<file path="src/hw/rtl/pth_pkg.sv">
// pth_pkg: shared types, codes and constants of the PC trace history buffer.
// No dependencies; imported by every module of the block.
package pth_pkg;

  localparam int MAX_DEPTH = 1024;
  localparam int MIN_DEPTH = 64;
  localparam int ADDR_W    = $clog2(MAX_DEPTH);
  localparam int CNT_W     = 11;
  localparam int PC_W      = 32;
  localparam int DSP_PC_W  = 16;
  localparam int RSN_W     = 3;
  localparam int REQ_W     = 2;
  localparam int Q_DEPTH   = 2;
  localparam int QPTR_W    = $clog2(Q_DEPTH);
  localparam int QCNT_W    = $clog2(Q_DEPTH + 1);
  localparam int TRK_W     = 2;

  typedef enum logic [REQ_W-1:0] {
    REQ_RECORD = 2'd0,
    REQ_MARK   = 2'd1,
    REQ_QUERY  = 2'd2,
    REQ_NOP    = 2'd3
  } pth_req_t;

  typedef enum logic [1:0] {
    OP_RECORD,
    OP_MARK,
    OP_QUERY,
    OP_ECHO
  } pth_op_t;

  typedef enum logic [0:0] {
    REG_TRACK_MODE   = 1'b0,
    REG_DEPTH_IN_USE = 1'b1
  } pth_reg_t;

  typedef enum logic [1:0] {
    BK_IDLE,
    BK_SCAN,
    BK_DRAIN
  } pth_bk_state_t;

  typedef struct packed {
    logic [PC_W-1:0]  pc;
    logic             dsp;
    logic [RSN_W-1:0] reason;
  } pth_entry_t;

  typedef struct packed {
    pth_op_t          op;
    logic             dsp;
    logic [PC_W-1:0]  pc_key;
    logic [PC_W-1:0]  echo_pc;
    logic [PC_W-1:0]  low_bound;
    logic [RSN_W-1:0] reason;
  } pth_item_t;

  typedef struct packed {
    logic [TRK_W-1:0] track_mode;
    logic [CNT_W-1:0] depth;
    logic             clear;
  } pth_cfg_t;

  function automatic logic [CNT_W-1:0] clamp_depth(input logic [CNT_W-1:0] v);
    logic [CNT_W-1:0] d;
    d = v;
    if (v < CNT_W'(MIN_DEPTH)) d = CNT_W'(MIN_DEPTH);
    else if (v > CNT_W'(MAX_DEPTH)) d = CNT_W'(MAX_DEPTH);
    return d;
  endfunction

endpackage

</file>
<file path="src/hw/rtl/pth_front.sv">
// pth_front: classifies an incoming request into a back-end operation.
// Depends on pth_pkg; masks DSP PCs, forms the query window, folds trivial queries.
module pth_front (
  input  logic [pth_pkg::REQ_W-1:0] req_type,
  input  logic                      processor,
  input  logic [pth_pkg::PC_W-1:0]  prog_counter,
  input  logic [pth_pkg::PC_W-1:0]  window_offset,
  input  logic [pth_pkg::RSN_W-1:0] reason_code,
  input  logic [pth_pkg::TRK_W-1:0] track_mode,
  output pth_pkg::pth_item_t        item
);
  import pth_pkg::*;

  logic [PC_W-1:0] pc_key;
  logic            tracked;

  assign pc_key  = processor ? {{(PC_W-DSP_PC_W){1'b0}}, prog_counter[DSP_PC_W-1:0]}
                             : prog_counter;
  assign tracked = processor ? track_mode[1] : track_mode[0];

  always_comb begin
    item.dsp       = processor;
    item.pc_key    = pc_key;
    item.low_bound = pc_key - window_offset;
    item.reason    = reason_code;
    item.echo_pc   = prog_counter;
    unique case (pth_req_t'(req_type))
      REQ_RECORD: item.op = OP_RECORD;
      REQ_MARK:   item.op = OP_MARK;
      REQ_QUERY: begin
        item.echo_pc = pc_key;
        item.op      = (window_offset == '0 || !tracked) ? OP_ECHO : OP_QUERY;
      end
      default:    item.op = OP_ECHO;
    endcase
  end

endmodule

</file>
<file path="config.mk">
export PLATFORM = sky130hd
export DESIGN_NAME = pth_front
export DESIGN_NICKNAME = d
export VERILOG_FILES = /design/src/hw/rtl/pth_pkg.sv /design/src/hw/rtl/pth_front.sv
export SDC_FILE = /design/constraint.sdc
export NUM_CORES = 1
export LEC_CHECK = 0
export BUFFER_PORTS_ARGS = -buffer_cell sky130_fd_sc_hd__buf_2
export CAP_MARGIN = 40
export CELL_PAD_IN_SITES_DETAIL_PLACEMENT = 1
export CELL_PAD_IN_SITES_GLOBAL_PLACEMENT = 2
export CORE_ASPECT_RATIO = 0.9
export CORE_MARGIN = 2
export CORE_UTILIZATION = 21
export DETAILED_ROUTE_END_ITERATION = 12
export GPL_TIMING_DRIVEN = 1
export PLACE_DENSITY_LB_ADDON = 0.1
export SLEW_MARGIN = 25
export SYNTH_ARGS = -nofsm -noshare
export SYNTH_HDL_FRONTEND = slang
export SYNTH_SLANG_ARGS = --single-unit
</file>
<file path="constraint.sdc">
create_clock -name vclk -period 4.1
set_clock_uncertainty 0.15 [all_clocks]
set_input_delay 0.615 -clock vclk [all_inputs]
set_output_delay 0.615 -clock vclk [all_outputs]
set_load 0.03 [all_outputs]
</file>
==> impl_metrics.env <==
export IMPL_status="completed"
export IMPL_hold_viol=0
export IMPL_drt_iter0_drc=62
export IMPL_worstPathCellList="buf_2, inv_1, ha_1, fa_1, and2b_1, o2111ai_2, a21oi_2, o31ai_2, nand2_1, or4_1, nand4_1, buf_2"
export IMPL_post_dp_hpwl_microns=9350
export IMPL_finalCriticalPeriod_ns=3.85
export IMPL_seq_cells=0
export IMPL_vias=3110
export IMPL_grt_use_total=0.155
export IMPL_grt_overflow_total=0
export IMPL_slowest_stage="o31ai_2"
export IMPL_dp_cells=675
export IMPL_setup_viol=0
export IMPL_ir_worst_vdd_uv=85.9
export IMPL_ff_latch_area_sq_um=0
export IMPL_cp_start_kind="input pin"
export IMPL_n_fill_cell=1584
export IMPL_placement_io_buffers=168
export IMPL_place_gp_congestion=0.775
export IMPL_crit_end="item[21]"
export IMPL_post_drt_wl_per_cell_microns=15.5
export IMPL_antenna_cells=0
export IMPL_first_pass_iters=4
export IMPL_ys_warn_count=0
export IMPL_grt_pass1_vias=3133
export IMPL_grt_pass1_wl_microns=16600
export IMPL_max_freq_ghz=0.260
export IMPL_synthesis_nets=499
export IMPL_syn2layout_area_growth_pct=29.6
export IMPL_slew_headroom=0.503
export IMPL_grt_max_degree=17
export IMPL_fin_crit_sh=0.939
export IMPL_antenna_found_initial=0
export IMPL_p_per_area_nw_per_um2=214
export IMPL_final_cell_mix="buf_2 (167), inv_1 (43), a21oi_1 (38)"
export IMPL_arrival_ns=3.09
export IMPL_netlist_area_sq_um=2580
export IMPL_drv_slew=0
export IMPL_final_cells=675
export IMPL_p_leak_uw=0.00181
export IMPL_rows=38
export IMPL_tightest_slew_ns=0.743
export IMPL_start_util=0.214
export IMPL_rsz0062_at_grt="false"
export IMPL_nClkBuffers=0
export IMPL_endpoint_kind="primary output"
export IMPL_crit_top_cell="buf_2"
export IMPL_core_sq_um=12000
export IMPL_avgViaCountPerCell=4.61
export IMPL_drt_total_wl_microns=10500
export IMPL_synthCells=394
export IMPL_avgSynthCellArea_sq_um=6.55
export IMPL_die_h_microns=109
export IMPL_cts_setup_buffers=0
export IMPL_synth_cell_types=53
export IMPL_hp_class="input pin to primary output"
export IMPL_nNetsFinal=622
export IMPL_cp_required_ns=3.34
export IMPL_final_common_cell="buf_2"
export IMPL_ant_nets=0
export IMPL_die_w_microns=121
export IMPL_ios=174
export IMPL_final_layout_size_suffix_gt1_frac=0.361
export IMPL_dieArea_sq_um=13200
export IMPL_maxCapViolCount=0
export IMPL_multi_input_area_sq_um=2090
export IMPL_startpoint="prog_counter[0]"
export IMPL_crit_type="input pin to primary output"
export IMPL_cp_max_fo=3
export IMPL_drc=0
export IMPL_ys_seq_area_frac=0
export IMPL_fin_setup_tns_ns=0
export IMPL_slowest_delay_ns=0.44
critical path, delay by kind of cell:
family	cells	cell delay, ns
and+or+nand+nor	4	0.95
buffers and inverters	3	0.38
adders and majority gates	2	0.39
AOI/OAI and AO/OA	3	0.77
synth_stat cells (all sizes together) (12+ instances only):
| cell type | number | area [sq um] |
|---|---|---|
| buf | 38 | 287 |
| and2 | 19 | 119 |
| nor2b | 20 | 125 |
| nand2 | 28 | 105 |
| xor2 | 12 | 105 |
| inv | 43 | 161 |
| nor2 | 15 | 56.3 |
| a21oi | 39 | 199 |
| nand4 | 13 | 81.3 |
| ha | 32 | 400 |
| o21ai | 16 | 80.1 |
| clkbuf | 16 | 60.1 |
| xnor2 | 15 | 131 |
| a21o | 13 | 97.6 |
how the worst min path moves through the flow:
stage / startpoint / end / slack [ns] / cells after the start
finish: reason_code[2] / item[2] / 1.08 / 0
detailed placement: reason_code[0] / item[0] / 1.08 / 0
CTS: reason_code[0] / item[0] / 1.08 / 0
global placement: reason_code[0] / item[0] / 1.08 / 0
floorplan: reason_code[0] / item[0] / 1.21 / 1
global route: reason_code[2] / item[2] / 1.08 / 0
where the power goes:
| part | internal, uW | switching [uW] | total (uW) |
|---|---|---|---|
| clock network | 0 | 0 | 0 |
| registers | 0 | 0 | 0 |
| logic | 233 | 484 | 717 |
per-layer routing:
layer	global-route usage	share of wire	vias to the layer above
met5	0	0	-
met4	0	0	0
met3	0.00994	0.050	0
met2	0.260	0.44	105
met1	0.229	0.51	1415
li1	-	-	1590
cell families after synthesis:
kind of cell | synth area share
muxes | 0.00388
xor gates and xnor gates | 0.0917
and+or+nand+nor | 0.277
buffers and inverters | 0.197
adders and majority gates | 0.163
AOI/OAI and AO/OA | 0.268
layout make-up:
type,instances,area share
inverter,43,0.0483
multi-input combinational,297,0.624
tap,160,0.0599
timing repair buffer,175,0.268
what timing repair did:
action                                  4_1_cts  5_1_grt
hold buffers                                  0        0
endpoints found under the setup margin        0        3
resized for setup                             0        2
metrics by stage:
step           worst slack [ns]  instance area, sq um  hold WS, ns  power [uW]  utilization
6_report                  0.249                  3340         1.08         717        0.278
3_3_place_gp              0.214                  3340         1.08         720        0.278
5_1_grt                  0.0104                  3340         1.08         780        0.278
3_5_place_dp              0.120                  3340         1.08         721        0.278
2_1_floorplan            0.0587                  2590         1.21         521            -
4_1_cts                  0.0915                  3340         1.08         724        0.278
(Power assumes the default switching activity.)
