**src/hw/rtl/pth_pkg.sv**
```systemverilog
// pth_pkg: shared types, codes and constants of the PC trace history buffer.
// No dependencies; imported by every module of the block.
package pth_pkg;

  localparam int MAX_DEPTH = 1024;
  localparam int MIN_DEPTH = 64;
  localparam int ADDR_W    = $clog2(MAX_DEPTH);
  localparam int CNT_W     = 11;
  localparam int PC_W      = 32;
  localparam int DSP_PC_W  = 16;
  localparam int RSN_W     = 3;
  localparam int REQ_W     = 2;
  localparam int Q_DEPTH   = 2;
  localparam int QPTR_W    = $clog2(Q_DEPTH);
  localparam int QCNT_W    = $clog2(Q_DEPTH + 1);
  localparam int TRK_W     = 2;

  typedef enum logic [REQ_W-1:0] {
    REQ_RECORD = 2'd0,
    REQ_MARK   = 2'd1,
    REQ_QUERY  = 2'd2,
    REQ_NOP    = 2'd3
  } pth_req_t;

  typedef enum logic [1:0] {
    OP_RECORD,
    OP_MARK,
    OP_QUERY,
    OP_ECHO
  } pth_op_t;

  typedef enum logic [0:0] {
    REG_TRACK_MODE   = 1'b0,
    REG_DEPTH_IN_USE = 1'b1
  } pth_reg_t;

  typedef enum logic [1:0] {
    BK_IDLE,
    BK_SCAN,
    BK_DRAIN
  } pth_bk_state_t;

  typedef struct packed {
    logic [PC_W-1:0]  pc;
    logic             dsp;
    logic [RSN_W-1:0] reason;
  } pth_entry_t;

  typedef struct packed {
    pth_op_t          op;
    logic             dsp;
    logic [PC_W-1:0]  pc_key;
    logic [PC_W-1:0]  echo_pc;
    logic [PC_W-1:0]  low_bound;
    logic [RSN_W-1:0] reason;
  } pth_item_t;

  typedef struct packed {
    logic [TRK_W-1:0] track_mode;
    logic [CNT_W-1:0] depth;
    logic             clear;
  } pth_cfg_t;

  function automatic logic [CNT_W-1:0] clamp_depth(input logic [CNT_W-1:0] v);
    logic [CNT_W-1:0] d;
    d = v;
    if (v < CNT_W'(MIN_DEPTH)) d = CNT_W'(MIN_DEPTH);
    else if (v > CNT_W'(MAX_DEPTH)) d = CNT_W'(MAX_DEPTH);
    return d;
  endfunction

endpackage

```
**src/hw/rtl/pth_queue.sv**
```systemverilog
// pth_queue: short word queue between front and back end.
// Depends on pth_pkg for the item type and depth.
module pth_queue (
  input  logic               clk,
  input  logic               rst_n,
  input  logic               push,
  input  pth_pkg::pth_item_t push_item,
  input  logic               pop,
  output pth_pkg::pth_item_t head,
  output logic               not_empty,
  output logic               full
);
  import pth_pkg::*;

  pth_item_t         slot_r [Q_DEPTH];
  logic [QPTR_W-1:0] wptr_r, wptr_nxt;
  logic [QPTR_W-1:0] rptr_r, rptr_nxt;
  logic [QCNT_W-1:0] cnt_r, cnt_nxt;

  assign not_empty = (cnt_r != '0);
  assign full      = (cnt_r == QCNT_W'(Q_DEPTH));
  assign head      = slot_r[rptr_r];

  always_comb begin
    wptr_nxt = wptr_r;
    rptr_nxt = rptr_r;
    cnt_nxt  = cnt_r;
    if (push) wptr_nxt = (wptr_r == QPTR_W'(Q_DEPTH-1)) ? '0 : wptr_r + 1'b1;
    if (pop)  rptr_nxt = (rptr_r == QPTR_W'(Q_DEPTH-1)) ? '0 : rptr_r + 1'b1;
    if (push && !pop) cnt_nxt = cnt_r + 1'b1;
    else if (pop && !push) cnt_nxt = cnt_r - 1'b1;
  end

  always_ff @(posedge clk) begin
    if (!rst_n) begin
      wptr_r <= '0;
      rptr_r <= '0;
      cnt_r  <= '0;
    end else begin
      wptr_r <= wptr_nxt;
      rptr_r <= rptr_nxt;
      cnt_r  <= cnt_nxt;
    end
  end

  always_ff @(posedge clk) begin
    if (push) slot_r[wptr_r] <= push_item;
  end

endmodule

```
**config.mk**
```make
export PLATFORM = sky130hd
export DESIGN_NAME = pth_queue
export DESIGN_NICKNAME = d
export VERILOG_FILES = /design/src/hw/rtl/pth_pkg.sv /design/src/hw/rtl/pth_queue.sv
export SDC_FILE = /design/constraint.sdc
export NUM_CORES = 1
export LEC_CHECK = 0
export BUFFER_PORTS_ARGS = -buffer_cell sky130_fd_sc_hd__clkbuf_2
export CORE_AREA = 2 2 164 118
export CTS_CLUSTER_DIAMETER = 80
export DETAILED_ROUTE_END_ITERATION = 8
export DIE_AREA = 0 0 166 120
export PLACE_DENSITY = 0.68
export SETUP_SLACK_MARGIN = 0.05
export SYNTH_ARGS = -nofsm -noshare
export SYNTH_HDL_FRONTEND = slang
export SYNTH_SLANG_ARGS = --single-unit
```
**constraint.sdc**
```tcl
create_clock -name clk -period 6.8 [get_ports clk]
set_input_delay 0.68 -clock clk [delete_from_list [all_inputs] [get_ports clk]]
set_output_delay 0.68 -clock clk [all_outputs]
set_load 0.05 [all_outputs]
```
==> results.tsv, run 1 <==
metric	value	unit
status	complete, no violations	
initial antenna violation count	0	
CTS clk-pin slew, worst paths	0.06	ns
Cell Rows	42	
CP Capture Type	output pin	
clock buffer depth	3	
Top FF cell, synth	edfxtp_1	
Post-CTS Setup Inserts	0	
Min Hold Slack	0.3770	ns
most frequent cell after synthesis	edfxtp_1	
DR vias	3860	
DRC	0	
routability cong.	0.7252	
fmax	0.2745	GHz
worst relative slew slack	38.71	%
nets	672	
Slew Viols, Final	0	
Max VDD drop	0.0002267	V
Yosys warning total	0	
GRT Total Usage	13.91	%
vias in the first global route	3964	
worst path cell trace	buf_4 > mux2_2 > clkbuf_2	
Req. time, crit path	6.12	ns
area of the multi-input gates	1575	µm²
Max-cap violations	0	
final setup violation count	0	
hold buffers post-CTS	0	
Synth area leaders	edfxtp_1 (78%), mux2_4 (15%), mux2_2 (3.1%), dfxtp_1 (1.3%), buf_6 (1.1%)	
total die area	19920	µm²
Worst Max-Slew Pin Slew	0.9194	ns
first-pass GRT wire length	21360	µm
number of inserted diodes	0	
Synth top area share	77.52	%
HPWL after DPL	9593	µm
pre-CTS WS	3.627	ns
area grow syn2layout	25.19	%
Hold Fails Final Rpt	0	
drt pass-1 iters	4	
PwrDens	320.5	nW/µm²
Worst Setup Start Kind	flip-flop	
Post-Route Setup TNS	0	ns
Most Used Layer, Global Route	met2	
clock skew	0.009478	ns
DR iter-0 viols	217	
Synthesized Nets	446	
Syn Area/Cell	23.31	µm²
share of layout cells above drive strength 1	60.07	%
met1 Use GR	18.30	%
post-synthesis sequential area ratio	78.78	%
Distinct cells, synth	19	
post-route minimum period	3.643	ns
core area	18450	µm²
CP peak stage delay	0.92	ns
CP Max Fanout	52	
Cells after Synth	339	
Core Util, Final	53.64	%
setup ws final	3.157	ns
Remaining Overflow, GRT	0	
largest net degree at the start of global routing	58	
Critical Path AT	2.96	ns
register area	6230	µm²
Clock Latency Late Sink	0.49	ns
CP Buf/Inv Count	2	
Root Driver	clkbuf_16	
Tcrit/Tclk final	53.57	%
DIE WIDTH	166	µm
area leader, netlist	edfxtp_1	
CP max-delay cell	dfxtp_4	
met2 Use GR	22.38	%
CP top delay family	buffers and inverters	
commonest cells in the synthesized netlist	edfxtp_1 (204), mux2_4 (80), mux2_2 (22)	
clk sinks	209	
synthesized area	7903	µm²
Synth Register Bits	209	
final wirelength	14260	µm
number of filler instances in the final layout	1500	
met3 Use GR	4.650	%
Power Total	0.003170	W
LEAKAGE	3.940	nW
RSZ-0062 raised after global routing	no	
Post-synth EDFFs	204	
# port buffers	209	
drt wl/cell	17.33	µm
vias per cell	4.690	
clock buffer count from CTS	22	
Post-CTS Resized	0	
worst hold path type	in -> reg	
async set-reset flop share out of synthesis	0	%
Detail Route Antenna Nets	0	
Initial Utilization	42.84	%
die height	120	µm
TritonCTS clock tree	yes	
I/O pin total	210	
crit path kind	reg -> out	
H-tree depth	1	
==> power by group <==
part	internal, W	leakage [nW]	switching, W	total (W)
registers	0.00149	1.96	0.0000323	0.00152
logic	0.000164	1.64	0.000341	0.000505
clock network	0.000690	0.346	0.000453	0.00114
total	0.00234	3.94	0.000827	0.00317
==> metal layers <==
layer	routed length [µm]	vias up	part of all wire, %
met1	6294	1877	44
met3	1123	23	7.9
li1	-	1799	-
met5	0	-	0
met2	6550	161	46
met4	291	0	2.0
==> final cells by class <==
| cell class | instances | share of cell area, % |
|---|---|---|
| sequential | 209 | 62.97 |
| multi-input combinational | 118 | 15.92 |
| timing repair buffer | 213 | 10.88 |
| clock buffer | 32 | 6.463 |
| tap | 242 | 3.061 |
| clock inverter | 8 | 0.6703 |
| inverter | 1 | 0.03794 |
==> cell families (layout without fill, tap and decap cells) <==
group           after synthesis  count (layout)  synth area share [%]
flops                       209             209                 78.78
mux                         102             102                 18.33
buf+inv                      12             254                 1.409
simple gates                  9               9                0.7284
compound gates                3               3                0.2533
xor+xnor                      3               3                0.3325
fa+ha+maj                     1               1                0.1583
==> layout by cell type (no fill, tap or decap), types with 2 or more instances in the layout <==
master,synthesis,routed
and2_1,4,3
buf_4,1,4
clkbuf_1,0,6
clkbuf_16,0,23
clkbuf_2,0,209
clkbuf_8,0,3
clkinv_1,0,4
clkinv_2,0,2
dfxtp_1,5,4
edfxtp_1,204,204
mux2_2,22,22
mux2_4,80,80
xor2_1,2,2
==> worst paths after layout <==
check	end	slack, ns	cells after the start	from
min	slot_r[0][65]	0.38	1	push_item[65]
max	head[81]	3.16	3	flip-flop
max reg2reg	slot_r[1][54]	4.64	2	wptr_r
min reg2reg	cnt_r[1]	0.56	2	cnt_r[1]
==> metrics by stage <==
stage	std cells	instance area [µm²]
floorplan	339	7903
global placement	783	9188
detailed placement	783	9188
CTS	823	9893
global route	823	9893
finish	823	9893
==> state kept, by name, indices dropped and copies added, names as in the netlist, named ones only <==
signal  flops
cnt_r       2
rptr_r      1
slot_r    204
wptr_r      1
(Power assumes the default switching activity.)
==> inputs of run 2 (changes only) <==
--- a/config.mk
+++ b/config.mk
@@ -10,7 +10,7 @@
 export CTS_CLUSTER_DIAMETER = 80
 export DETAILED_ROUTE_END_ITERATION = 8
 export DIE_AREA = 0 0 166 120
-export PLACE_DENSITY = 0.68
+export PLACE_DENSITY = 0.7
 export SETUP_SLACK_MARGIN = 0.05
 export SYNTH_ARGS = -nofsm -noshare
 export SYNTH_HDL_FRONTEND = slang
==> constraint.sdc (replaced) <==
create_clock -name clk -period 3.2 [get_ports clk]
set_input_delay 0.32 -clock clk [delete_from_list [all_inputs] [get_ports clk]]
set_output_delay 0.32 -clock clk [all_outputs]
set_load 0.05 [all_outputs]
==> run 2 against run 1 <==
Final area is 0.64% higher. Cell count is 0.49% lower. Flip-flop and latch count stayed put. Hold slack worse by 0.35 ns. First-iteration DRC count is 25% higher. Global-route usage is 0.22 points lower. Clock power is 130% higher. Utilization is 0.35 points higher. Wire length is 2.9% lower. Sequential share of layout area is 0.40 points lower. Via count is 0.60% higher.
==> results.tsv, run 2 (synthesized netlist as in run 1, its figures left out) <==
metric	value	unit	change
DR vias	3883		+0.60%
clk sinks	209		unchanged
status	complete, no violations		
worst path cell trace	buf_12 > mux2_2 > clkbuf_2		
Slew Viols, Final	0		unchanged
Post-Route Setup TNS	0	ns	unchanged
GRT Total Usage	13.69	%	-0.22 points
Reg2Reg Depth	2		unchanged
hold buffers post-CTS	0		unchanged
# port buffers	209		unchanged
Cell Rows	42		unchanged
area of the multi-input gates	1575	µm²	unchanged
Clock Latency Late Sink	0.48	ns	about the same
CP Max Fanout	102		+96%
most common cell after layout, fill and taps aside	clkbuf_2		
RSZ-0062 raised after global routing	no		
drt pass-1 iters	4		unchanged
clock buffer count from CTS	21		-4.5%
number of filler instances in the final layout	1477		-1.5%
Detail Route Antenna Nets	0		unchanged
Root Driver	clkbuf_16		
largest net degree at the start of global routing	103		+78%
Hold Fails Final Rpt	0		unchanged
hold path cells	1		unchanged
Tcrit/Tclk final	77.36	%	
Max VDD drop	0.0003899	V	+72%
vias in the first global route	4188		+5.7%
Placed Cells	782		-0.13%
worst relative slew slack	41.78	%	+3.1 points
vias per cell	4.741		+1.1%
Post-CTS Resized	0		unchanged
Remaining Overflow, GRT	0		unchanged
most frequent cells in the layout	clkbuf_2 (209), edfxtp_1 (204), mux2_4 (80), mux2_2 (22), clkbuf_16 (21)		
clock buffer depth	3		unchanged
drt wl/cell	16.90	µm	-2.5%
final wirelength	13840	µm	-2.9%
die height	120	µm	unchanged
Layout Cells excl Fill	819		-0.49%
CP peak stage delay	0.44	ns	-0.48 ns
register area	6230	µm²	unchanged
core area	18450	µm²	unchanged
Worst R2R Start	wptr_r		
fmax	0.4040	GHz	
nets	670		-0.30%
TritonCTS clock tree	yes		
Worst Max-Slew Pin Slew	0.8733	ns	-0.04606 ns
Req. time, crit path	2.88	ns	-3.24 ns
total die area	19920	µm²	unchanged
Max-cap violations	0		unchanged
crit path kind	reg -> out		
CP max-delay cell	buf_12		
Worst Setup Start Kind	flip-flop		
I/O pin total	210		unchanged
first-pass GRT wire length	21640	µm	+1.3%
CTS clk-pin slew, worst paths	0.06	ns	about the same
largest registers	slot_r x204, cnt_r x2		
clock skew	0.01157	ns	+0.002092 ns
DRC	0		unchanged
slack of the worst reg-to-reg path	1.40	ns	-3.24 ns
DIE WIDTH	166	µm	unchanged
routability cong.	0.6732		-7.2%
initial antenna violation count	0		unchanged
DR iter-0 viols	272		+25%
Initial Utilization	42.84	%	unchanged
reg-to-reg critical path endpoint	slot_r[1][9]		
post-route minimum period	2.475	ns	
HPWL after DPL	8915	µm	-7.1%
PwrDens	691.8	nW/µm²	+120%
H-tree depth	1		unchanged
HP Start	push_item[94]		
Post-CTS Setup Inserts	0		unchanged
CP Buf/Inv Count	2		unchanged
Reg with most FFs	slot_r		
share of layout cells above drive strength 1	60.66	%	+0.59 points
area grow syn2layout	26.00	%	
CP top delay family	buffers and inverters		
LEAKAGE	3.960	nW	+0.51%
Critical Path AT	2.16	ns	-0.80 ns
number of inserted diodes	0		unchanged
final setup violation count	0		unchanged
max FFs per register	204		unchanged
hold endpoint	slot_r[1][94]		
worst hold path type	in -> reg		
CP Capture Type	output pin		
==> run 2: cell types whose count changed in the layout (fill, tap and decap cells not counted), sizes merged <==
cell,delta
clkbuf,-9
clkinv,+1
buf,-1
bufinv,+4
clkinvlp,+1
==> run 2: area by class of cell <==
cell class,instances,share of cell area (%)
tap,242,3.041
inverter,1,0.03770
multi-input combinational,118,15.82
clock buffer,23,5.454
timing repair buffer,212,11.11
sequential,209,62.57
clock inverter,14,1.973
==> run 2: how the worst max path moves through the flow <==
stage,slack [ns],start,end,depth (start not counted)
4_1_cts,0.74,flip-flop,head[81],3
3_3_place_gp,1.30,flip-flop,head[82],3
6_report,0.72,flip-flop,head[81],3
5_1_grt,0.69,flip-flop,head[81],3
2_1_floorplan,0.90,push,slot_r[0][0],1
3_5_place_dp,1.27,flip-flop,head[81],3
==> run 2: stage by stage <==
| stage | hold WS [ns] | total power, W | utilization, % | cell area [µm²] | worst slack [ns] |
|---|---|---|---|---|---|
| after floorplan | 0.4189 | 0.004126 | - | 7911 | 0.9005 |
| after global placement | 0.4723 | 0.004352 | 49.97 | 9218 | 1.296 |
| after detailed placement | 0.5065 | 0.004379 | 49.97 | 9218 | 1.267 |
| after CTS | 0.005803 | 0.006981 | 53.98 | 9957 | 0.7364 |
| after global routing | 0.006665 | 0.007134 | 53.98 | 9957 | 0.6887 |
| final | 0.02679 | 0.006888 | 53.98 | 9957 | 0.7246 |
==> run 2: per-layer routing <==
metal / part of all wire [%] / GRT usage [%] / vias to the layer above
met1: 43 / 17.69 / 1904
met3: 8.7 / 4.617 / 22
met4: 1.8 / 2.880 / 0
li1: - / - / 1789
met5: 0 / 0 / -
met2: 47 / 22.69 / 168
==> run 2: power breakdown <==
group | leakage, nW | internal [W] | total (W) | switching, W
clock | 0.361 | 0.00163 | 0.00258 | 0.000951
combinational | 1.64 | 0.000355 | 0.00111 | 0.000754
sequential | 1.96 | 0.00316 | 0.00320 | 0.0000370
total | 3.96 | 0.00515 | 0.00689 | 0.00174
==> run 2: worst reg2reg max path, delay by kind of cell (launching register included) <==
| family | cells | cell delay, ns |
|---|---|---|
| and+or+nand+nor | 1 | 0.66 |
| DFF | 1 | 0.40 |
| buffers and inverters | 1 | 0.36 |
==> inputs of run 3 (changes only) <==
==> constraint.sdc (replaced) <==
create_clock -name clk -period 2.1 [get_ports clk]
set_input_delay 0.21 -clock clk [delete_from_list [all_inputs] [get_ports clk]]
set_output_delay 0.21 -clock clk [all_outputs]
set_load 0.05 [all_outputs]
==> run 3 against run 2 <==
Wire length rose by 12%. Flip-flop and latch count did not move. Register-to-register slack got worse by 0.71 ns. First-iteration DRC count grew 5.1%. Count of clock-buffer cells in the layout rose by 5. Clock skew decreased by 0.0068 ns. Global-route usage grew 1.5 points. Final area is 11% higher. Critical path type unchanged. Critical endpoint is now head[42]. Highest routed layer unchanged.
==> results.tsv, run 3 (synthesized netlist as in run 1, its figures left out) <==
metric	value	unit	change
setup ws final	0.08428	ns	-0.6403 ns
vias in the first global route	4674		+12%
pre-CTS WS	0.5248	ns	-0.7426 ns
crit path kind	reg -> out		
worst relative slew slack	59.86	%	+18 points
Post-Route Setup TNS	0	ns	unchanged
number of inserted diodes	0		unchanged
Max-cap violations	0		unchanged
DR iter-0 viols	286		+5.1%
Reg with most FFs	slot_r		
Root Driver	clkbuf_16		
Tcrit/Tclk final	95.99	%	
Detail Route Antenna Nets	0		unchanged
DRC	0		unchanged
Cell Rows	42		unchanged
# port buffers	209		unchanged
Remaining Overflow, GRT	0		unchanged
share of layout cells above drive strength 1	51.54	%	-9.1 points
clock buffer depth	3		unchanged
total die area	19920	µm²	unchanged
CP Capture Type	output pin		
Worst R2R Start	wptr_r		
final setup violation count	0		unchanged
PwrDens	960.0	nW/µm²	+39%
vias per cell	4.614		-2.7%
clk sinks	209		unchanged
drt pass-1 iters	4		unchanged
reg-to-reg critical path endpoint	slot_r[1][23]		
RSZ-0062 raised after global routing	yes		
area grow syn2layout	40.06	%	
core area	18450	µm²	unchanged
Reg2Reg Depth	2		unchanged
CP Max Fanout	58		-43%
clock buffer count from CTS	20		-4.8%
Worst Setup Start Kind	flip-flop		
fmax	0.4961	GHz	
Layout Cells excl Fill	923		+13%
clock skew	0.004777	ns	-0.006793 ns
Req. time, crit path	1.89	ns	-0.99 ns
Placed Cells	784		+0.26%
LEAKAGE	4.409	nW	+11%
max FFs per register	204		unchanged
initial antenna violation count	0		unchanged
DR vias	4259		+9.7%
slack of the worst reg-to-reg path	0.69	ns	-0.71 ns
post-route minimum period	2.016	ns	
drt wl/cell	16.81	µm	-0.54%
Initial Utilization	42.84	%	unchanged
Clock Latency Late Sink	0.48	ns	about the same
HP Start	pop		
TritonCTS clock tree	yes		
CTS clk-pin slew, worst paths	0.06	ns	about the same
Hold Fails Final Rpt	0		unchanged
first-pass GRT wire length	23980	µm	+11%
most frequent cells in the layout	edfxtp_1 (204), clkbuf_2 (159), dlygate4sd3_1 (103), mux2_4 (80), buf_2 (31)		
Post-CTS Setup Inserts	0		unchanged
Max VDD drop	0.0006390	V	+64%
most common cell after layout, fill and taps aside	edfxtp_1		
H-tree depth	1		unchanged
Worst Max-Slew Pin Slew	0.6021	ns	-0.2712 ns
routability cong.	0.7415		+10%
Slew Viols, Final	0		unchanged
Critical Path AT	1.81	ns	-0.35 ns
final wirelength	15520	µm	+12%
hold path cells	3		+2
die height	120	µm	unchanged
GRT Total Usage	15.14	%	+1.5 points
worst hold path type	in -> reg		
nets	774		+16%
status	complete, no violations		
DIE WIDTH	166	µm	unchanged
I/O pin total	210		unchanged
largest net degree at the start of global routing	104		+0.97%
HPWL after DPL	9503	µm	+6.6%
largest registers	slot_r x204, cnt_r x2		
## run 3: changes by cell type in the layout (fill, tap and decap cells not counted), moves of 3 or more
cell           previous run  this run
buf_2                     0        31
buf_4                     0        18
clkbuf_1                  1         4
clkbuf_2                209       159
dlygate4sd3_1             0       103
## run 3: worst max-delay path by stage
| stage | slack, ns | depth (start not counted) | start | endpoint |
|---|---|---|---|---|
| floorplan | -0.16 | 1 | wptr_r | slot_r[0][0] |
| global placement | 0.56 | 3 | flip-flop | head[87] |
| detailed placement | 0.52 | 3 | flip-flop | head[81] |
| CTS | 0.02 | 3 | flip-flop | head[101] |
| global route | 0.02 | 3 | flip-flop | head[101] |
| finish | 0.08 | 3 | flip-flop | head[42] |
## run 3: area by class of cell
cell class | count | area (µm²)
Fill cell | 1334 | 7377
Sequential cell | 209 | 6231
Inverter | 1 | 3.754
Clock inverter | 8 | 141.4
Clock buffer | 28 | 581.8
Multi-Input combinational cell | 118 | 1575
Timing Repair Buffer | 317 | 2232
Tap cell | 242 | 302.8
## run 3: timing repair
| item | 4_1_cts | 5_1_grt |
|---|---|---|
| resized for setup | 1 | 87 |
| hold buffers | 103 | 0 |
| pin swaps | 0 | 0 |
| setup endpoints to repair | 32 | 53 |
| endpoints found under the hold margin | 208 | 0 |
## run 3: per-layer routing
metal	routed length [µm]	share of wire, %	global-route usage (%)	vias to the layer above
met5	0	0	0	-
met4	227	1.5	2.935	0
met3	1205	7.8	4.749	17
met2	7491	48	25.67	163
met1	6592	42	19.43	2085
li1	-	-	-	1994
## run 3: where the power goes
part           switching [W]  internal [W]
combinational        0.00119      0.000697
clock                0.00143       0.00243
sequential         0.0000607       0.00482
total                0.00268       0.00794
## run 3: per-stage QoR
stage	util, %	total power, W	area, µm²	hold WS, ns
final	60.01	0.01063	11070	0.07939
after CTS	59.75	0.01072	11020	0.05753
after detailed placement	50.20	0.006684	9259	0.4027
after floorplan	-	0.006288	7913	0.3089
after global placement	50.20	0.006645	9259	0.3981
after global routing	60.01	0.01102	11070	0.08227
## run 3: worst max-delay path: stages, from the launching register on
cell	delay [ns]
dfxtp_4	0.38
buf_16	0.31
mux2_4	0.33
clkbuf_2	0.24
