===== src/hw/rtl/pth_pkg.sv =====
// pth_pkg: shared types, codes and constants of the PC trace history buffer.
// No dependencies; imported by every module of the block.
package pth_pkg;

  localparam int MAX_DEPTH = 1024;
  localparam int MIN_DEPTH = 64;
  localparam int ADDR_W    = $clog2(MAX_DEPTH);
  localparam int CNT_W     = 11;
  localparam int PC_W      = 32;
  localparam int DSP_PC_W  = 16;
  localparam int RSN_W     = 3;
  localparam int REQ_W     = 2;
  localparam int Q_DEPTH   = 2;
  localparam int QPTR_W    = $clog2(Q_DEPTH);
  localparam int QCNT_W    = $clog2(Q_DEPTH + 1);
  localparam int TRK_W     = 2;

  typedef enum logic [REQ_W-1:0] {
    REQ_RECORD = 2'd0,
    REQ_MARK   = 2'd1,
    REQ_QUERY  = 2'd2,
    REQ_NOP    = 2'd3
  } pth_req_t;

  typedef enum logic [1:0] {
    OP_RECORD,
    OP_MARK,
    OP_QUERY,
    OP_ECHO
  } pth_op_t;

  typedef enum logic [0:0] {
    REG_TRACK_MODE   = 1'b0,
    REG_DEPTH_IN_USE = 1'b1
  } pth_reg_t;

  typedef enum logic [1:0] {
    BK_IDLE,
    BK_SCAN,
    BK_DRAIN
  } pth_bk_state_t;

  typedef struct packed {
    logic [PC_W-1:0]  pc;
    logic             dsp;
    logic [RSN_W-1:0] reason;
  } pth_entry_t;

  typedef struct packed {
    pth_op_t          op;
    logic             dsp;
    logic [PC_W-1:0]  pc_key;
    logic [PC_W-1:0]  echo_pc;
    logic [PC_W-1:0]  low_bound;
    logic [RSN_W-1:0] reason;
  } pth_item_t;

  typedef struct packed {
    logic [TRK_W-1:0] track_mode;
    logic [CNT_W-1:0] depth;
    logic             clear;
  } pth_cfg_t;

  function automatic logic [CNT_W-1:0] clamp_depth(input logic [CNT_W-1:0] v);
    logic [CNT_W-1:0] d;
    d = v;
    if (v < CNT_W'(MIN_DEPTH)) d = CNT_W'(MIN_DEPTH);
    else if (v > CNT_W'(MAX_DEPTH)) d = CNT_W'(MAX_DEPTH);
    return d;
  endfunction

endpackage


===== src/hw/rtl/pth_cfg.sv =====
// pth_cfg: APB-style register file (track mode, depth in use).
// Depends on pth_pkg; raises a history clear pulse when a value changes.
module pth_cfg (
  input  logic                         clk,
  input  logic                         rst_n,
  input  logic                         psel,
  input  logic                         penable,
  input  logic                         pwrite,
  input  logic [2:0]                   paddr,
  input  logic [31:0]                  pwdata,
  output logic [31:0]                  prdata,
  output logic                         pready,
  output pth_pkg::pth_cfg_t            cfg
);
  import pth_pkg::*;

  logic [TRK_W-1:0] track_r, track_nxt;
  logic [CNT_W-1:0] depth_r, depth_nxt;
  logic             clear;
  logic             wr;
  logic [CNT_W-1:0] d_new;

  assign pready = 1'b1;
  assign wr     = psel && penable && pwrite;
  assign d_new  = clamp_depth(pwdata[CNT_W-1:0]);

  always_comb begin
    track_nxt = track_r;
    depth_nxt = depth_r;
    clear     = 1'b0;
    if (wr) begin
      unique case (pth_reg_t'(paddr[2]))
        REG_TRACK_MODE: begin
          track_nxt = pwdata[TRK_W-1:0];
          clear     = (pwdata[TRK_W-1:0] != track_r);
        end
        REG_DEPTH_IN_USE: begin
          depth_nxt = d_new;
          clear     = (d_new != depth_r);
        end
        default: ;
      endcase
    end
  end

  always_ff @(posedge clk) begin
    if (!rst_n) begin
      track_r <= '0;
      depth_r <= CNT_W'(MIN_DEPTH);
    end else begin
      track_r <= track_nxt;
      depth_r <= depth_nxt;
    end
  end

  always_comb begin
    unique case (pth_reg_t'(paddr[2]))
      REG_TRACK_MODE:   prdata = {{(32-TRK_W){1'b0}}, track_r};
      REG_DEPTH_IN_USE: prdata = {{(32-CNT_W){1'b0}}, depth_r};
      default:          prdata = '0;
    endcase
  end

  assign cfg.track_mode = track_r;
  assign cfg.depth      = depth_r;
  assign cfg.clear      = clear;

endmodule


===== config.mk =====
export PLATFORM = sky130hd
export DESIGN_NAME = pth_cfg
export DESIGN_NICKNAME = d
export VERILOG_FILES = /design/src/hw/rtl/pth_pkg.sv /design/src/hw/rtl/pth_cfg.sv
export SDC_FILE = /design/constraint.sdc
export NUM_CORES = 1
export LEC_CHECK = 0
export BUFFER_PORTS_ARGS = -buffer_cell sky130_fd_sc_hd__buf_4
export CAP_MARGIN = 10
export CORE_MARGIN = 2
export CORE_UTILIZATION = 37
export CTS_BUF_LIST = sky130_fd_sc_hd__clkbuf_2 sky130_fd_sc_hd__clkbuf_4 sky130_fd_sc_hd__clkbuf_8
export CTS_CLUSTER_DIAMETER = 80
export CTS_CLUSTER_SIZE = 20
export DETAILED_ROUTE_END_ITERATION = 12
export HOLD_SLACK_MARGIN = 0.06
export PLACE_DENSITY_LB_ADDON = 0.2
export SLEW_MARGIN = 20
export SYNTH_ARGS = -nofsm -noshare
export SYNTH_HDL_FRONTEND = slang
export SYNTH_SLANG_ARGS = --single-unit

===== constraint.sdc =====
create_clock -name clk -period 1.7 [get_ports clk]
set_input_delay 0.085 -clock clk [delete_from_list [all_inputs] [get_ports clk]]
set_output_delay 0.085 -clock clk [all_outputs]
set_load 0.02 [all_outputs]

==> results of run 1 <==
layout make-up:
type | instances | area, um^2 | area share, %
clock buffer | 4 | 30.0 | 1.96
inverter | 2 | 7.51 | 0.489
multi-input combinational | 114 | 744 | 48.5
sequential | 13 | 268 | 17.4
tap | 31 | 38.8 | 2.53
timing repair buffer | 59 | 447 | 29.1
worst min path at each step:
stage | from | endpoint | depth (start not counted)
2_1_floorplan | rst_n | depth_r[3]$_SDFFE_PN0P_ | 1
3_3_place_gp | rst_n | depth_r[6]$_SDFFE_PN1P_ | 2
3_5_place_dp | rst_n | depth_r[6]$_SDFFE_PN1P_ | 2
4_1_cts | rst_n | depth_r[6]$_SDFFE_PN1P_ | 2
5_1_grt | rst_n | depth_r[6]$_SDFFE_PN1P_ | 2
6_report | rst_n | depth_r[6]$_SDFFE_PN1P_ | 2
cells by family (layout without fill, tap and decap cells):
| kind of cell | count (synthesis) | count (layout) | synth area share (%) |
|---|---|---|---|
| and+or+nand+nor | 55 | 55 | 30.8 |
| buffers and inverters | 32 | 65 | 19.8 |
| xor gates and xnor gates | 6 | 6 | 4.77 |
| muxes | 3 | 3 | 2.95 |
| other | 2 | 22 | 0.682 |
| DFF | 13 | 13 | 23.6 |
| AOI/OAI and AO/OA | 28 | 28 | 17.4 |
metrics by stage:
step	hold slack (ns)	instance area, um^2	power, mW	std cells	setup TNS, ns
floorplan	0.231	1180	0.487	159	0
global placement	0.361	1450	0.533	218	-0.200
detailed placement	0.366	1450	0.535	218	-0.261
CTS	0.0743	1510	0.752	222	-0.259
global route	0.0841	1540	0.788	223	-0.300
finish	0.0807	1540	0.748	223	-0.251
flip-flops by register name, indices dropped and copies added (netlist names):
name / flops
track_r: 2
depth_r: 11
cells in the mapped netlist, types with 3 or more instances:
cell type / count
o21ai_0: 4
a21oi_1: 7
a22oi_1: 3
nor2b_1: 7
nand3_1: 3
nor3b_1: 5
and2_1: 10
buf_4: 24
a21boi_0: 4
dfxtp_1: 13
nand2_1: 9
nand2b_1: 4
clkbuf_1: 5
nor2_1: 4
nor3_1: 3
xnor2_1: 6
per-layer routing:
| metal | vias up | share of wire [%] | GRT usage [%] |
|---|---|---|---|
| li1 | 554 | - | - |
| met2 | 38 | 51 | 27.8 |
| met1 | 529 | 42 | 22.0 |
| met4 | 0 | 0.80 | 4.65 |
| met3 | 2 | 6.3 | 4.62 |
| met5 | - | 0 | 0 |
what timing repair did:
item                       4_1_cts  5_1_grt
setup endpoints to repair        1        1
buffers inserted                 0        1
pin swaps                        5        4
resized for setup                8        2
critical path: stages, from the launching register on:
cell     delay (ns)
dfxtp_2        0.33
or4b_1         0.49
a32o_1         0.26
o32a_1         0.37
buf_6          0.14
report_power, final:
group | internal, mW | switching (mW) | total (mW)
logic | 0.0964 | 0.130 | 0.227
clock network | 0.107 | 0.100 | 0.207
registers | 0.310 | 0.00509 | 0.315
==> results.rst, run 1 <==
.. list-table::
   :header-rows: 1

   * - Metric
     - Value
   * - Outcome
     - complete, but fails checks
   * - Failing checks
     - negative setup slack
   * - Die height
     - 58.6 um
   * - Syn Std Cell Area
     - 0.00110 mm^2
   * - Number of instances in the synthesized netlist
     - 139
   * - Layout overhead on the synthesized area
     - 39.4%
   * - End-of-flow core utilization
     - 55.2%
   * - Buffers from clock root to sink, at most
     - 2
   * - Synth area leaders
     - dfxtp_1, buf_4, and2_1
   * - NumNets Final
     - 233
   * - Average instance area after synthesis
     - 7.92 um^2
   * - DRT antenna net count
     - 0
   * - Vias in the first global route
     - 981
   * - Number of placed I/O pins
     - 87
   * - Highest Clock Rate
     - 513 MHz
   * - Sequential area share after synthesis
     - 23.6%
   * - CP Data Required Time
     - 1.62 ns
   * - Setup-failing EPs final
     - 1
   * - Pre-antenna DRT Iters
     - 4
   * - Die ar.
     - 0.00343 mm^2
   * - Average wire length per cell after detail routing
     - 12.4 um
   * - Std cell rows
     - 19
   * - TritonCTS clock tree
     - done
   * - Total number of H-tree levels
     - 1
   * - CTS sink cnt
     - 13
   * - Initial antenna violation count
     - 0
   * - Startpoint kind of the worst setup timing path
     - flop
   * - Setup repair after global routing missed its margin
     - true
   * - Largest vdd supply drop
     - 0.373 mV
   * - CTS root buf
     - clkbuf_4
   * - Final count of pins violating max slew
     - 0
   * - Via count of the routed design
     - 1,123
   * - Post-DR vias/cell
     - 5.04
   * - HPWL after detailed placement
     - 2160 um
   * - Leak
     - 0.704 nW
   * - Worst clock skew on the final layout
     - 0 ns
   * - Number of cells on the worst reg-to-reg path
     - 3
   * - Wire length of the first global-routing pass
     - 4460 um
   * - Global-route usage over all layers
     - 17.0%
   * - Power Density
     - 487 mW/mm^2
   * - Portion of synthesized cell area occupied by the leading cell type
     - 23.6%
   * - Data arrival at the endpoint of the critical path
     - 1.87 ns
   * - Latest clock arrival within the worst-skew pair
     - 0.27 ns
   * - Crit path setup slack, layout
     - -0.251 ns
   * - Most frequent cells in the layout
     - buf_4, conb_1, and2_1
   * - Gr ovfl total
     - 0
   * - Slack of the worst reg-to-reg path
     - 0.87 ns
   * - Ratio of cells with drive above 1 in the final layout
     - 42.2%
   * - #FFs+latches synth
     - 13
   * - Starting density of the core
     - 39.6%
   * - Crit path time final
     - 1.95 ns
   * - Worst setup path start
     - depth_r[4]$_SDFFE_PN0P_
   * - # hold bufs at CTS
     - 0
   * - Most frequent standard cell in the layout excluding fill and tap cells
     - buf_4
   * - Warnings, synthesis
     - 0
   * - Maximum fanout along the worst path
     - 2
   * - Clock transition at path regs
     - 0.08 ns
   * - Startpoint of the lowest-slack register-to-register path
     - depth_r[0]$_SDFFE_PN0P_
   * - Antenna diode instance count
     - 0
   * - Width of the die
     - 58.6 um
   * - Placeable core region
     - 0.00278 mm^2
   * - Maximum number of pins on one net before global-route repair
     - 15
   * - Number of enable flip-flop cells after synthesis
     - 0
   * - Count of fill cells added during filler insertion
     - 275
   * - Maximum capacitance violations
     - 0
   * - Cts bufs inserted
     - 3
   * - DR iter-0 viols
     - 42
   * - Synth Flop Type
     - dfxtp_1
   * - Tightest Hold Check Type
     - in -> reg
   * - Port Buffers
     - 41
   * - DRC viols
     - 0
   * - Hold violation total from the final report
     - 0
   * - Kind of capture point of the worst setup path
     - output port
   * - Timing endpoint of the critical path
     - cfg[0]
   * - Terminus of the critical flop-to-flop path
     - depth_r[0]$_SDFFE_PN0P_
   * - CP Class
     - reg -> out
   * - Post-route clock period utilization
     - 115%
   * - Final GP Congestion
     - 0.877
   * - Number of unique standard cell types used by synthesis
     - 40
   * - Post-Place Worst Slack
     - -0.261 ns
   * - Dominant cell type by area after synthesis
     - dfxtp_1
   * - Total Wirelength
     - 2770 um
   * - Async SR Flop Fraction
     - 0%
No activity file was read; power rests on OpenSTA's default activity.
==> run 2, diff against run 1 <==
--- a/config.mk
+++ b/config.mk
@@ -8,7 +8,7 @@
 export BUFFER_PORTS_ARGS = -buffer_cell sky130_fd_sc_hd__buf_4
 export CAP_MARGIN = 10
 export CORE_MARGIN = 2
-export CORE_UTILIZATION = 37
+export CORE_UTILIZATION = 30
 export CTS_BUF_LIST = sky130_fd_sc_hd__clkbuf_2 sky130_fd_sc_hd__clkbuf_4 sky130_fd_sc_hd__clkbuf_8
 export CTS_CLUSTER_DIAMETER = 80
 export CTS_CLUSTER_SIZE = 20
==> constraint.sdc (replaced) <==
create_clock -name clk -period 1.95 [get_ports clk]
set_input_delay 0.0975 -clock clk [delete_from_list [all_inputs] [get_ports clk]]
set_output_delay 0.0975 -clock clk [all_outputs]
set_load 0.02 [all_outputs]
==> results.rst, run 2 (same netlist as run 1, synthesis figures left out) <==
.. list-table::
   :header-rows: 1

   * - Metric
     - Value
   * - Width of the die
     - 64.6 um (+10%)
   * - Slack of the worst reg-to-reg path
     - 1.11 ns (+0.24 ns)
   * - Antenna diode instance count
     - 0 (unchanged)
   * - Setup repair after global routing missed its margin
     - true
   * - CP Data Required Time
     - 1.85 ns (+0.23 ns)
   * - Total placed instance area
     - 0.00141 mm^2 (-2.6%)
   * - Crit path time final
     - 1.92 ns
   * - Port Buffers
     - 41 (unchanged)
   * - Sw Ratio
     - 31.0% (-0.49 points)
   * - Cell internal pwr
     - 512 uW (-0.19%)
   * - Final GP Congestion
     - 0.883 (+0.67%)
   * - Die ar.
     - 0.00417 mm^2 (+22%)
   * - Most frequent standard cell in the layout excluding fill and tap cells
     - buf_4
   * - Startpoint of the lowest-slack register-to-register path
     - depth_r[0]$_SDFFE_PN0P_
   * - Largest vdd supply drop
     - 0.250 mV (-33%)
   * - CTS sink cnt
     - 13 (unchanged)
   * - Count of fill cells added during filler insertion
     - 366 (+33%)
   * - Crit path setup slack, layout
     - 0.0302 ns (+0.281 ns)
   * - Placeable core region
     - 0.00361 mm^2 (+30%)
   * - Hold violation total from the final report
     - 0 (unchanged)
   * - Combined area of the multi-input logic cells
     - 795 um^2 (+6.7%)
   * - NumNets Final
     - 230 (-1.3%)
   * - Std cell rows
     - 22 (+3)
   * - CP Class
     - reg -> out
   * - Power Density
     - 460 mW/mm^2 (-5.6%)
   * - DRC viols
     - 0 (unchanged)
   * - Cts bufs inserted
     - 3 (unchanged)
   * - Gr ovfl total
     - 0 (unchanged)
   * - Share of power burned in registers
     - 36.6% (-5.4 points)
   * - Largest register FFs
     - 11 (unchanged)
   * - Die height
     - 64.6 um (+10%)
   * - Maximum number of pins on one net before global-route repair
     - 16 (+1)
   * - Leak
     - 0.705 nW (+0.14%)
   * - Maximum fanout along the worst path
     - 2 (unchanged)
   * - Setup-failing EPs final
     - 0 (-1)
   * - Latest clock arrival within the worst-skew pair
     - 0.24 ns (-0.03 ns)
   * - Most frequent cells in the layout
     - buf_4, conb_1, and2_1
   * - HPWL after detailed placement
     - 2200 um (+1.5%)
   * - Layout overhead on the synthesized area
     - 46.4%
   * - Startpoint kind of the worst setup timing path
     - flop
   * - Kind of capture point of the worst setup path
     - output port
   * - Global-route usage over all layers
     - 14.6% (-2.4 points)
   * - Highest Clock Rate
     - 521 MHz
   * - Power share of the combinational group
     - 27.9% (-2.4 points)
   * - Ratio of cells with drive above 1 in the final layout
     - 40.7% (-1.4 points)
   * - DR iter-0 viols
     - 20 (-52%)
   * - Total non-filler cell area in the finished layout
     - 0.00161 mm^2 (+5.0%)
   * - Wire length of the first global-routing pass
     - 4730 um (+5.9%)
   * - Vias in the first global route
     - 987 (+0.61%)
   * - Final count of pins violating max slew
     - 0 (unchanged)
   * - TritonCTS clock tree
     - done
   * - CTS root buf
     - clkbuf_8
   * - Fin cells
     - 237 (+6.3%)
   * - Switching power
     - 230 uW (-2.5%)
   * - Via count of the routed design
     - 1,085 (-3.4%)
   * - Clock transition at path regs
     - 0.06 ns (-0.02 ns)
   * - Data arrival at the endpoint of the critical path
     - 1.82 ns (-0.05 ns)
   * - DRT antenna net count
     - 0 (unchanged)
   * - Post-DR vias/cell
     - 4.58 (-9.1%)
   * - Initial antenna violation count
     - 0 (unchanged)
   * - Largest registers ranked by flip-flop count
     - depth_r (11), track_r (2)
   * - Post-route clock period utilization
     - 98.5%
   * - Number of placed I/O pins
     - 87 (unchanged)
   * - Startpoint of the most critical hold path
     - rst_n
   * - Total number of H-tree levels
     - 1 (unchanged)
   * - Placed instance count
     - 228 (+4.6%)
   * - Worst clock skew on the final layout
     - 0 ns (unchanged)
   * - Pwr Total
     - 742 uW (-0.91%)
   * - Top register by number of flip-flops
     - depth_r
   * - Starting density of the core
     - 30.5% (-9.1 points)
   * - Post-Place Worst Slack
     - 0.0103 ns (+0.271 ns)
   * - Worst setup path start
     - depth_r[4]$_SDFFE_PN0P_
   * - Relative contribution of the clock network to total power
     - 35.5% (+7.8 points)
   * - Total Wirelength
     - 2980 um (+7.5%)
   * - Pre-antenna DRT Iters
     - 4 (unchanged)
   * - Maximum capacitance violations
     - 0 (unchanged)
   * - Outcome
     - finished, final reports clean
   * - Register area
     - 277 um^2 (+3.3%)
   * - Average wire length per cell after detail routing
     - 12.6 um (+1.2%)
   * - Tightest Hold Check Type
     - in -> reg
   * - Buffers from clock root to sink, at most
     - 2 (unchanged)
==> run 2: cell count changes in the layout (fill, tap and decap cells not counted), moves of 3 or more <==
cell,change
xnor2_2,-3
clkbuf_8,+3
dfxtp_2,-5
clkbuf_4,-3
buf_4,-3
xnor2_4,+3
dfxtp_4,+4
==> run 2: power by group through the flow <==
stage / clock network [mW] / registers (mW) / logic, mW
after floorplan: 0 / 0.285 / 0.138
after global placement: 0 / 0.280 / 0.178
after detailed placement: 0 / 0.280 / 0.179
after CTS: 0.266 / 0.274 / 0.187
after global routing: 0.278 / 0.272 / 0.224
final: 0.263 / 0.271 / 0.207
==> run 2: stage by stage <==
step / hold slack (ns) / TNS, ns / util, %
after CTS: 0.138 / 0 / 41.5
final: 0.142 / 0 / 44.7
after floorplan: 0.251 / 0 / -
after detailed placement: 0.392 / 0 / 39.1
after global placement: 0.380 / -0.0219 / 39.1
after global routing: 0.153 / -0.0195 / 44.7
==> run 2: repair_timing <==
item | 4_1_cts | 5_1_grt
buffers inserted | 0 | 5
pin swaps | 3 | 9
endpoints found under the setup margin | 1 | 1
hold buffers | 0 | 0
hold endpoints to repair | 0 | 0
gates resized for setup | 10 | 14
==> run 2: worst paths after layout <==
kind                        endpoint  cells past startpoint
max reg2reg  depth_r[0]$_SDFFE_PN0P_                      3
min reg2reg  depth_r[2]$_SDFFE_PN0P_                      2
min          depth_r[6]$_SDFFE_PN1P_                      2
max                           cfg[0]                      4
==> run 2: cell type report <==
cell class	instances	area share, %
clock buffers	4	3.03
inverters	2	0.466
multi-input cells	114	49.3
flip-flops and latches	13	17.2
well taps	48	3.73
repair buffers	56	26.3
==> run 2: worst max-delay path, stage by stage (launching register included) <==
cell and delay [ns]:
dfxtp_1 0.31, or4b_1 0.51, a32o_1 0.27, o32a_1 0.34
buf_6 0.14
==> run 2: routing by layer <==
layer	track usage, %	vias to the layer above	routed length [um]
met5	0	-	0
li1	-	542	-
met4	6.12	0	34
met1	18.2	499	1300
met3	2.60	4	168
met2	24.7	40	1480
==> run 3, diff against run 2 <==
--- a/config.mk
+++ b/config.mk
@@ -5,13 +5,11 @@
 export SDC_FILE = /design/constraint.sdc
 export NUM_CORES = 1
 export LEC_CHECK = 0
-export BUFFER_PORTS_ARGS = -buffer_cell sky130_fd_sc_hd__buf_4
+export BUFFER_PORTS_ARGS = -buffer_cell sky130_fd_sc_hd__buf_2
 export CAP_MARGIN = 10
-export CORE_MARGIN = 2
 export CORE_UTILIZATION = 30
 export CTS_BUF_LIST = sky130_fd_sc_hd__clkbuf_2 sky130_fd_sc_hd__clkbuf_4 sky130_fd_sc_hd__clkbuf_8
 export CTS_CLUSTER_DIAMETER = 80
-export CTS_CLUSTER_SIZE = 20
 export DETAILED_ROUTE_END_ITERATION = 12
 export HOLD_SLACK_MARGIN = 0.06
 export PLACE_DENSITY_LB_ADDON = 0.2
==> results.rst, run 3 (same netlist as run 1, synthesis figures left out) <==
.. list-table::
   :header-rows: 1

   * - Metric
     - Value
   * - Pre-antenna DRT Iters
     - 4 (unchanged)
   * - Std cell rows
     - 21 (-4.5%)
   * - Largest vdd supply drop
     - 0.265 mV (+6.1%)
   * - Most frequent cells in the layout
     - buf_2, conb_1, buf_4
   * - Total Wirelength
     - 2730 um (-8.2%)
   * - Post-DR vias/cell
     - 4.75 (+3.8%)
   * - Register area
     - 277 um^2 (unchanged)
   * - Kind of capture point of the worst setup path
     - output port
   * - Crit path setup slack, layout
     - -0.0197 ns (-0.0499 ns)
   * - Relative contribution of the clock network to total power
     - 29.7% (-5.8 points)
   * - Number of cells on the worst reg-to-reg path
     - 3 (unchanged)
   * - Share of power burned in registers
     - 42.3% (+5.7 points)
   * - Data arrival at the endpoint of the critical path
     - 1.87 ns (+0.05 ns)
   * - Wire length of the first global-routing pass
     - 4490 um (-5.0%)
   * - Via count of the routed design
     - 1,098 (+1.2%)
   * - Maximum fanout along the worst path
     - 2 (unchanged)
   * - Setup-failing EPs final
     - 1 (+1)
   * - Ratio of cells with drive above 1 in the final layout
     - 41.6% (+0.88 points)
   * - CP Data Required Time
     - 1.85 ns (about the same)
   * - Starting density of the core
     - 32.2% (+1.7 points)
   * - Startpoint kind of the worst setup timing path
     - primary input
   * - Cts bufs inserted
     - 3 (unchanged)
   * - Power Density
     - 451 mW/mm^2 (-2.0%)
   * - Post-route clock period utilization
     - 101% (+2.6 points)
   * - CP Class
     - in -> out
   * - Largest register FFs
     - 11 (unchanged)
   * - Worst hold path stage count
     - 2 (unchanged)
   * - Top register by number of flip-flops
     - depth_r
   * - Placeable core region
     - 0.00342 mm^2 (-5.3%)
   * - Tightest Hold Check Type
     - in -> reg
   * - Vias in the first global route
     - 998 (+1.1%)
   * - Die height
     - 62.6 um (-3.1%)
   * - Final GP Congestion
     - 0.813 (-7.9%)
   * - Initial antenna violation count
     - 0 (unchanged)
   * - Die ar.
     - 0.00392 mm^2 (-6.1%)
   * - Setup Total Neg Slack
     - -0.0197 ns (-0.0197 ns)
   * - Gr ovfl total
     - 0 (unchanged)
   * - HPWL after detailed placement
     - 2070 um (-5.8%)
   * - CTS sink cnt
     - 13 (unchanged)
   * - Power share of the combinational group
     - 27.9% (about the same)
   * - DRC viols
     - 0 (unchanged)
   * - Sw Ratio
     - 33.6% (+2.6 points)
   * - CTS root buf
     - clkbuf_4
   * - Worst clock skew on the final layout
     - 0 ns (unchanged)
   * - Latest clock arrival within the worst-skew pair
     - 0.28 ns (+0.04 ns)
   * - Layout overhead on the synthesized area
     - 29.3%
   * - TritonCTS clock tree
     - done
   * - Combined area of the multi-input logic cells
     - 758 um^2 (-4.6%)
   * - Global-route usage over all layers
     - 14.5% (-0.077 points)
   * - Port Buffers
     - 41 (unchanged)
   * - Outcome
     - complete, but fails checks
   * - Crit path time final
     - 1.97 ns (+0.0499 ns)
   * - Most frequent standard cell in the layout excluding fill and tap cells
     - buf_2
   * - Average wire length per cell after detail routing
     - 11.8 um (-5.8%)
   * - Number of placed I/O pins
     - 87 (unchanged)
   * - Largest registers ranked by flip-flop count
     - depth_r (11), track_r (2)
   * - NumNets Final
     - 226 (-1.7%)
   * - Antenna diode instance count
     - 0 (unchanged)
   * - Post-route worst hold slack
     - 0.116 ns (-0.0266 ns)
   * - Clock transition at path regs
     - 0.09 ns (+0.03 ns)
   * - Switching power
     - 216 uW (-6.1%)
   * - Cell internal pwr
     - 426 uW (-17%)
   * - Count of fill cells added during filler insertion
     - 376 (+2.7%)
   * - Failing checks
     - negative setup slack
   * - Total number of H-tree levels
     - 1 (unchanged)
   * - Highest Clock Rate
     - 508 MHz (-2.5%)
   * - Maximum number of pins on one net before global-route repair
     - 15 (-1)
   * - Maximum capacitance violations
     - 0 (unchanged)
   * - Final count of pins violating max slew
     - 0 (unchanged)
   * - DR iter-0 viols
     - 19 (-5.0%)
   * - Buffers from clock root to sink, at most
     - 2 (unchanged)
   * - Leak
     - 0.661 nW (-6.2%)
   * - DRT antenna net count
     - 0 (unchanged)
   * - Setup repair after global routing missed its margin
     - true
   * - Width of the die
     - 62.6 um (-3.1%)
   * - Hold violation total from the final report
     - 0 (unchanged)
[run 3: cell count changes in the layout (fill, tap and decap cells not counted), sizes merged]
cell / delta
buf: -4
[run 3: worst max-delay path, stage by stage]
cell	delay (ns)
buf_2	0.12
nor4_4	0.29
a21oi_1	0.07
or4b_4	0.53
a32o_2	0.28
o32a_1	0.35
buf_6	0.14
[run 3: repair_timing]
item,CTS,global route
gates cloned,0,0
setup endpoints to repair,1,1
resized for setup,18,5
hold buffers,0,0
pin swaps,5,6
buffers inserted,2,1
[run 3: cell type report]
type | count | share of cell area [%]
inverter | 2 | 0.527
sequential | 13 | 19.4
multi-input combinational | 114 | 53.3
timing repair buffer | 52 | 20.7
clock buffer | 4 | 2.11
tap | 46 | 4.04
[run 3: per-stage QoR]
stage	total power, mW	std cells	utilization (%)	setup slack, ns	cell area [um^2]
floorplan	0.424	159	-	0.176	1180
global placement	0.442	224	37.7	-0.0224	1290
detailed placement	0.444	224	37.7	0.00654	1290
CTS	0.645	230	40.8	-0.0301	1390
global route	0.678	231	41.7	-0.110	1420
finish	0.642	231	41.7	-0.0197	1420
[run 3: final timing paths]
kind                                         startpoint                 endpoint  slack, ns
worst max-delay path                          pwdata[7]                   cfg[0]      -0.02
worst max register to register  depth_r[4]$_SDFFE_PN0P_  depth_r[4]$_SDFFE_PN0P_       1.15
worst min register to register  depth_r[2]$_SDFFE_PN0P_  depth_r[2]$_SDFFE_PN0P_       0.51
worst min-delay path                              rst_n  depth_r[6]$_SDFFE_PN1P_       0.12
[run 3: layer usage]
metal  vias up  routed length (um)  track usage, %
met5         -                   0               0
met4         0                  46            9.30
met3         4                  85            1.64
met2        31                1320            24.0
met1       526                1280            17.8
li1        537                   -               -
[run 3: power by group through the flow]
stage / combinational, mW / sequential, mW / clock (mW)
final: 0.179 / 0.272 / 0.191
after global routing: 0.195 / 0.273 / 0.210
after CTS: 0.174 / 0.273 / 0.197
after detailed placement: 0.163 / 0.281 / 0
after global placement: 0.161 / 0.281 / 0
after floorplan: 0.138 / 0.285 / 0
